===== config.mk =====
export PLATFORM = sky130hd
export DESIGN_NAME = modular_exponentiation_shift_add_unit
export DESIGN_NICKNAME = d
export VERILOG_FILES = /design/src/hdl/mea_pkg.sv /design/src/hdl/mea_step.sv /design/src/hdl/mea_seq.sv /design/src/hdl/modular_exponentiation_shift_add_unit.sv
export SDC_FILE = /design/constraint.sdc
export NUM_CORES = 2
export LEC_CHECK = 0
export BUFFER_PORTS_ARGS = -buffer_cell sky130_fd_sc_hd__buf_4
export CORE_MARGIN = 4
export CORE_UTILIZATION = 50
export DETAILED_ROUTE_END_ITERATION = 8
export GPL_ROUTABILITY_DRIVEN = 0
export PLACE_DENSITY = 0.71
export REMOVE_ABC_BUFFERS = 1
export SLEW_MARGIN = 20
export SYNTH_ARGS = -nofsm -noshare
export SYNTH_HDL_FRONTEND = slang
export SYNTH_SLANG_ARGS = --single-unit

===== constraint.sdc =====
create_clock -name clk -period 15.2 [get_ports clk]
set_clock_uncertainty 0.2 [all_clocks]
set_input_delay 3.04 -clock clk [delete_from_list [all_inputs] [get_ports clk]]
set_output_delay 3.04 -clock clk [all_outputs]
set_load 0.01 [all_outputs]

===== src/hdl/mea_pkg.sv =====
// Shared types and constants for the modular exponentiation unit.
// Used by mea_seq, modular_exponentiation_shift_add_unit and the testbench; depends on nothing.
package mea_pkg;

  localparam int IN_WIDTH      = 63;
  localparam int CFG_WIDTH     = 63;
  localparam int RESIDUE_WIDTH = 62;

  localparam logic [CFG_WIDTH-1:0] MODULUS_RESET = 63'd1000000000;

  typedef enum logic [2:0] {
    ST_IDLE,
    ST_REDUCE,
    ST_CHECK,
    ST_MUL,
    ST_FINISH
  } state_t;

  // Strobes from the sequencer to the datapath.
  typedef struct packed {
    logic accept;
    logic reduce_step;
    logic mul_start;
    logic mul_step;
    logic mul_last;
    logic emit;
  } ctrl_t;

endpackage


===== src/hdl/mea_step.sv =====
// One double-and-add step with modular correction: the shared arithmetic unit.
// Standalone; instantiated twice by modular_exponentiation_shift_add_unit.
module mea_step #(
  parameter int DATA_WIDTH = 63
) (
  input  logic [DATA_WIDTH-1:0] m,
  input  logic [DATA_WIDTH-1:0] acc,
  input  logic [DATA_WIDTH-1:0] addend,
  input  logic                  add_en,
  input  logic                  cin,
  output logic [DATA_WIDTH-1:0] acc_next,
  output logic [DATA_WIDTH-1:0] addend_next
);

  logic [DATA_WIDTH:0] m_ext;
  logic [DATA_WIDTH:0] sum;
  logic [DATA_WIDTH:0] dbl;

  assign m_ext = {1'b0, m};
  assign sum   = {1'b0, acc} + (add_en ? {1'b0, addend} : '0);
  // Doubling with a carry-in also serves as one restoring division step.
  assign dbl   = {addend, cin};

  always_comb begin
    if (sum >= m_ext) begin
      acc_next = DATA_WIDTH'(sum - m_ext);
    end else begin
      acc_next = sum[DATA_WIDTH-1:0];
    end
    if (dbl >= m_ext) begin
      addend_next = DATA_WIDTH'(dbl - m_ext);
    end else begin
      addend_next = dbl[DATA_WIDTH-1:0];
    end
  end

endmodule


===== src/hdl/mea_seq.sv =====
// Sequencer for the modular exponentiation unit: phase state and step counter.
// Depends on mea_pkg for the state and control types.
module mea_seq #(
  parameter int DATA_WIDTH = 63
) (
  input  logic           clk,
  input  logic           rst,
  input  logic           in_valid,
  input  logic           e_zero,
  input  logic           out_busy,
  output logic           in_ready,
  output mea_pkg::ctrl_t ctrl
);

  localparam int CNT_W = $clog2(DATA_WIDTH);
  localparam logic [CNT_W-1:0] CNT_LAST = CNT_W'(DATA_WIDTH - 1);

  mea_pkg::state_t state, state_next;
  logic [CNT_W-1:0] cnt, cnt_next;
  logic             cnt_last;

  assign cnt_last = (cnt == CNT_LAST);

  always_ff @(posedge clk) begin
    if (rst) begin
      state <= mea_pkg::ST_IDLE;
      cnt   <= '0;
    end else begin
      state <= state_next;
      cnt   <= cnt_next;
    end
  end

  always_comb begin
    state_next = state;
    cnt_next   = cnt;
    in_ready   = 1'b0;
    ctrl       = '0;
    unique case (state)
      mea_pkg::ST_IDLE: begin
        in_ready = 1'b1;
        if (in_valid) begin
          ctrl.accept = 1'b1;
          cnt_next    = '0;
          state_next  = mea_pkg::ST_REDUCE;
        end
      end
      mea_pkg::ST_REDUCE: begin
        ctrl.reduce_step = 1'b1;
        if (cnt_last) begin
          cnt_next   = '0;
          state_next = mea_pkg::ST_CHECK;
        end else begin
          cnt_next = cnt + 1'b1;
        end
      end
      mea_pkg::ST_CHECK: begin
        if (e_zero) begin
          state_next = mea_pkg::ST_FINISH;
        end else begin
          ctrl.mul_start = 1'b1;
          cnt_next       = '0;
          state_next     = mea_pkg::ST_MUL;
        end
      end
      mea_pkg::ST_MUL: begin
        ctrl.mul_step = 1'b1;
        if (cnt_last) begin
          ctrl.mul_last = 1'b1;
          cnt_next      = '0;
          state_next    = mea_pkg::ST_CHECK;
        end else begin
          cnt_next = cnt + 1'b1;
        end
      end
      mea_pkg::ST_FINISH: begin
        // Hold the result until the output register is free.
        if (!out_busy) begin
          ctrl.emit  = 1'b1;
          state_next = mea_pkg::ST_IDLE;
        end
      end
      default: begin
        state_next = mea_pkg::ST_IDLE;
      end
    endcase
  end

endmodule


===== src/hdl/modular_exponentiation_shift_add_unit.sv =====
// Modular exponentiation by right-to-left square-and-multiply, shift-and-add products.
// Each item runs a base reduction, then a check and a multiply pass per exponent bit up
// to the highest set bit of power, then a final check and the finish state.
// No new item is taken before the last result is emitted; two double-and-add units work one bit a cycle.
// Synchronous active-high reset clears the sequencer and output valid, and sets the
// modulus register to 1000000000. Depends on mea_pkg, mea_seq and mea_step.
module modular_exponentiation_shift_add_unit #(
  parameter int DATA_WIDTH = 63
) (
  input  logic                             clk,
  input  logic                             rst,
  input  logic                             in_valid,
  output logic                             in_ready,
  input  logic [mea_pkg::IN_WIDTH-1:0]     base_value,
  input  logic [mea_pkg::IN_WIDTH-1:0]     power,
  output logic                             out_valid,
  input  logic                             out_ready,
  output logic [mea_pkg::RESIDUE_WIDTH-1:0] residue,
  input  logic                             modulus_valid,
  output logic                             modulus_ready,
  input  logic [mea_pkg::CFG_WIDTH-1:0]    modulus
);

  localparam logic [DATA_WIDTH-1:0] TOP_MOD = {1'b1, {(DATA_WIDTH-1){1'b0}}};
  localparam logic [DATA_WIDTH-1:0] ONE     = DATA_WIDTH'(1);

  mea_pkg::ctrl_t ctrl;

  logic [mea_pkg::CFG_WIDTH-1:0] modulus_reg;
  logic [DATA_WIDTH-1:0] mod_low, m_eff;
  logic [DATA_WIDTH-1:0] m_reg;
  logic [DATA_WIDTH-1:0] sq, res, e, bin, bsh;
  logic [DATA_WIDTH-1:0] acc_a, add_a, acc_b, add_b;
  logic [DATA_WIDTH-1:0] a_acc_next, a_add_next, b_acc_next, b_add_next;
  logic [DATA_WIDTH-1:0] b_addend_in, res_red;
  logic [63:0]           res_wide;

  assign modulus_ready = 1'b1;

  // Zero counts as one, and a modulus above the top power of two saturates.
  assign mod_low = modulus_reg[DATA_WIDTH-1:0];
  assign m_eff   = (mod_low == '0) ? ONE : ((mod_low > TOP_MOD) ? TOP_MOD : mod_low);

  // The running product is below the modulus except for its initial one under modulus one.
  assign res_red  = (res >= m_reg) ? (res - m_reg) : res;
  assign res_wide = 64'(res);

  assign b_addend_in = ctrl.reduce_step ? sq : add_b;

  mea_seq #(
    .DATA_WIDTH(DATA_WIDTH)
  ) u_seq (
    .clk      (clk),
    .rst      (rst),
    .in_valid (in_valid),
    .e_zero   (e == '0),
    .out_busy (out_valid && !out_ready),
    .in_ready (in_ready),
    .ctrl     (ctrl)
  );

  // Multiply lane: running product times the current square.
  mea_step #(
    .DATA_WIDTH(DATA_WIDTH)
  ) u_step_a (
    .m           (m_reg),
    .acc         (acc_a),
    .addend      (add_a),
    .add_en      (bsh[0]),
    .cin         (1'b0),
    .acc_next    (a_acc_next),
    .addend_next (a_add_next)
  );

  // Square lane; during base reduction its doubler does the restoring division.
  mea_step #(
    .DATA_WIDTH(DATA_WIDTH)
  ) u_step_b (
    .m           (m_reg),
    .acc         (acc_b),
    .addend      (b_addend_in),
    .add_en      (bsh[0]),
    .cin         (ctrl.reduce_step & bin[DATA_WIDTH-1]),
    .acc_next    (b_acc_next),
    .addend_next (b_add_next)
  );

  always_ff @(posedge clk) begin
    if (rst) begin
      modulus_reg <= mea_pkg::MODULUS_RESET;
    end else if (modulus_valid) begin
      modulus_reg <= modulus;
    end
  end

  always_ff @(posedge clk) begin
    if (ctrl.accept) begin
      m_reg <= m_eff;
      bin   <= base_value[DATA_WIDTH-1:0];
      e     <= power[DATA_WIDTH-1:0];
      sq    <= '0;
      res   <= ONE;
    end
    if (ctrl.reduce_step) begin
      sq  <= b_add_next;
      bin <= {bin[DATA_WIDTH-2:0], 1'b0};
    end
    if (ctrl.mul_start) begin
      acc_a <= '0;
      add_a <= res_red;
      acc_b <= '0;
      add_b <= sq;
      bsh   <= sq;
    end
    if (ctrl.mul_step) begin
      acc_a <= a_acc_next;
      add_a <= a_add_next;
      acc_b <= b_acc_next;
      add_b <= b_add_next;
      bsh   <= {1'b0, bsh[DATA_WIDTH-1:1]};
    end
    if (ctrl.mul_last) begin
      if (e[0]) begin
        res <= a_acc_next;
      end
      sq <= b_acc_next;
      e  <= {1'b0, e[DATA_WIDTH-1:1]};
    end
    if (ctrl.emit) begin
      residue <= res_wide[mea_pkg::RESIDUE_WIDTH-1:0];
    end
  end

  always_ff @(posedge clk) begin
    if (rst) begin
      out_valid <= 1'b0;
    end else if (ctrl.emit) begin
      out_valid <= 1'b1;
    end else if (out_ready) begin
      out_valid <= 1'b0;
    end
  end

endmodule


==> results.yml <==
clocking:
  insertion_delay_ns: 0.69
  hold_buffers: 0
  cts_inserted_buffers: 83
  cts_root_buf: "clkbuf_16"
  clock_path_buffers: 3
  clk_pin_slew_ns: 0.07
  cts_resized: 0
  cts_setup_buffers: 0
  tritoncts: "done"
  htreeDepth: 3
  cts.sinks: 765
sta:
  max_slew.worst_pin.slew_ns: 1.155
  setup_viol: 0
  final_max_slew_viol_count: 0
  period_share_pct: 66.68
  rsz0062_at_grt: "no"
  layout_min_cycle_time_ns: 10.14
  relSlewSlack_pct: 22.38
  hold_viol: 0
  setup_ws_ns: 5.064
  fmax_mhz: 98.66
  hold_ws_ns: 0.2678
routing:
  drtIter0Drc: 7251
  drc: 0
  drt_first_pass_iters: 8
  wirelength_um: 200800
  viasPerCell: 6.368
  vias: 55410
  wl_per_cell_um: 23.07
  ant_nets: 0
grt:
  grt_pass1_wl_um: 300400
  grt_usage_pct: 30.41
  grt_pass1_vias: 52010
  antenna_found_initial: 5
  grt_max_degree: 161
  overflow: 0
finish:
  drive_gt1_share_pct: 7.088
  fill_cells: 10640
  fin_cells: 8701
  syn_to_final_growth_pct: 9.536
  fin_nets: 7671
critical_path:
  cpPeakStageDelay_ns: 0.81
  critPathArrivalTime_ns: 10.37
  path_class: "reg -> reg"
  reg2reg_to: "sq[23]"
  critPathLaunchType: "flop"
  slowest_stage: "nor2b_4"
  r2r-start: "u_seq.state[0]"
  setup.worst_path.end_class: "flop"
  r2r_setup_slack_ns: 5.06
  crit_path_start: "u_seq.state[0]"
  cp.required_ns: 15.43
  path_max_fanout: 62
  reg2reg_depth: 27
yosys:
  netlist_area_mm2: 0.06015
  yosys.area.top_type: "edfxtp_1"
  synth_cell_types: 100
  yosysWarnings: 0
  ys_ff_latch: 765
  yosysMostFrequentCell: "nand2_1"
  synth.area.top_cells: "edfxtp_1 (31%), ha_1 (9.2%), nand2_1 (6.3%)"
  synth_flop_cell: "edfxtp_1"
  async_flop_share_pct: 0
  synth_edf_count: 626
  syn_area_per_cell_um2: 8.546
  synthCells: 7038
  synth_seq_area_share_pct: 35.88
  synth.top_cells.by_count: "nand2_1 (1015), edfxtp_1 (626), a21oi_1 (622)"
  netlist.area_leader.share_pct: 31.25
floorplan:
  die_y_um: 354.8
  ios: 259
  start_util_pct: 50.67
  die_area_mm2: 0.1259
  die_w_um: 354.8
  rows: 126
  coreArea_mm2: 0.1187
run_status:
  status: "complete, no violations"
place:
  pre_cts_slack_ns: 5.430
  io_buffers: 257
  dp.cells: 8542
  hpwl_um: 153000
power:
  power_mw: 6.180
  ir_drop_mv: 0.1042
  p_per_area_mw_per_mm2: 93.80
  leakage_nw: 27.77
hold_path:
  hold_end: "bin[0]"
  min-delay-start: "bin[0]"
  hp-class: "reg -> reg"
  min_path_cells: 2
job:
  cap_violations: 0
[cell families (layout without fill, tap and decap cells)]
logic type	after synthesis	in the layout	synth area share (%)
and+or+nand+nor	2512	2512	19.43
other	1	5	0.006235
xor gates and xnor gates	377	377	5.490
AOI/OAI and AO/OA	2134	2134	22.54
adders and majority gates	450	450	9.449
DFF	765	765	35.88
muxes	197	197	3.306
buffers and inverters	602	661	3.901
[cell usage in the layout (no fill, tap or decap), types with 24 or more instances in the layout]
| master | count |
|---|---|
| o21a_1 | 65 |
| o31ai_1 | 37 |
| nor3_1 | 101 |
| dfxtp_1 | 139 |
| mux2i_1 | 184 |
| nand4_1 | 136 |
| a211o_1 | 25 |
| a31oi_1 | 73 |
| and3_1 | 53 |
| a21o_1 | 270 |
| edfxtp_1 | 626 |
| nor2_1 | 513 |
| nand3_1 | 179 |
| xnor2_1 | 222 |
| and2_1 | 222 |
| a21boi_0 | 29 |
| or3_1 | 36 |
| nand2_1 | 1007 |
| o211ai_1 | 45 |
| ha_1 | 443 |
| a21oi_1 | 622 |
| o21ai_1 | 24 |
| o21ai_0 | 453 |
| nand2b_1 | 41 |
| nor2b_1 | 73 |
| buf_4 | 288 |
| o21bai_1 | 91 |
| inv_1 | 214 |
| clkbuf_16 | 87 |
| a211oi_1 | 102 |
| a22o_1 | 65 |
| xor2_1 | 154 |
| o22ai_1 | 49 |
| nor4_1 | 56 |
[where the power goes]
part	internal, mW	switching, mW	total (mW)
registers	2.37	0.0564	2.43
clock network	1.28	0.913	2.19
logic	0.563	1.00	1.56
[worst max-delay path by stage]
stage                     to  slack [ns]  depth (start not counted)
finish                sq[23]        5.06                         27
global route          sq[23]        4.58                         27
CTS                   sq[23]        5.40                         27
detailed placement    sq[23]        5.43                         27
global placement      sq[23]        5.61                         27
floorplan           acc_a[0]       -1.13                          3
[critical path: cells and delay by family (launching register included)]
family,cells,cell delay [ns]
DFF,1,0.41
and+or+nand+nor,11,3.46
AOI/OAI and AO/OA,11,3.78
muxes,1,0.47
buffers and inverters,1,0.63
adders and majority gates,2,0.65
xor gates and xnor gates,1,0.22
[layout make-up]
cell class                 count  area (µm²)  share of cell area, %
multi-input combinational   5671       36350                  55.17
sequential                   765       21580                  32.76
inverter                     215       809.5                  1.229
timing repair buffer         291        2222                  3.373
tap                         1600        2002                  3.039
clock inverter                45       574.3                 0.8717
clock buffer                 110        2333                  3.542
antenna                        4       10.01                0.01519
[stage by stage]
stage               utilization [%]  TNS (ns)  cell area, µm²
global route                  55.49         0           65870
CTS                           55.49         0           65870
detailed placement            53.04         0           62960
floorplan                         -   -355.66           58610
finish                        55.50         0           65880
global placement              53.04         0           62960
[routing by layer]
| metal | part of all wire (%) | vias up | track usage, % |
|---|---|---|---|
| met5 | 0 | - | 0 |
| met4 | 5.8 | 0 | 15.10 |
| met3 | 12 | 567 | 6.591 |
| met2 | 42 | 3220 | 45.98 |
| met1 | 41 | 25800 | 41.26 |
| li1 | - | 25830 | - |
Power figures use the tool's default switching activity.
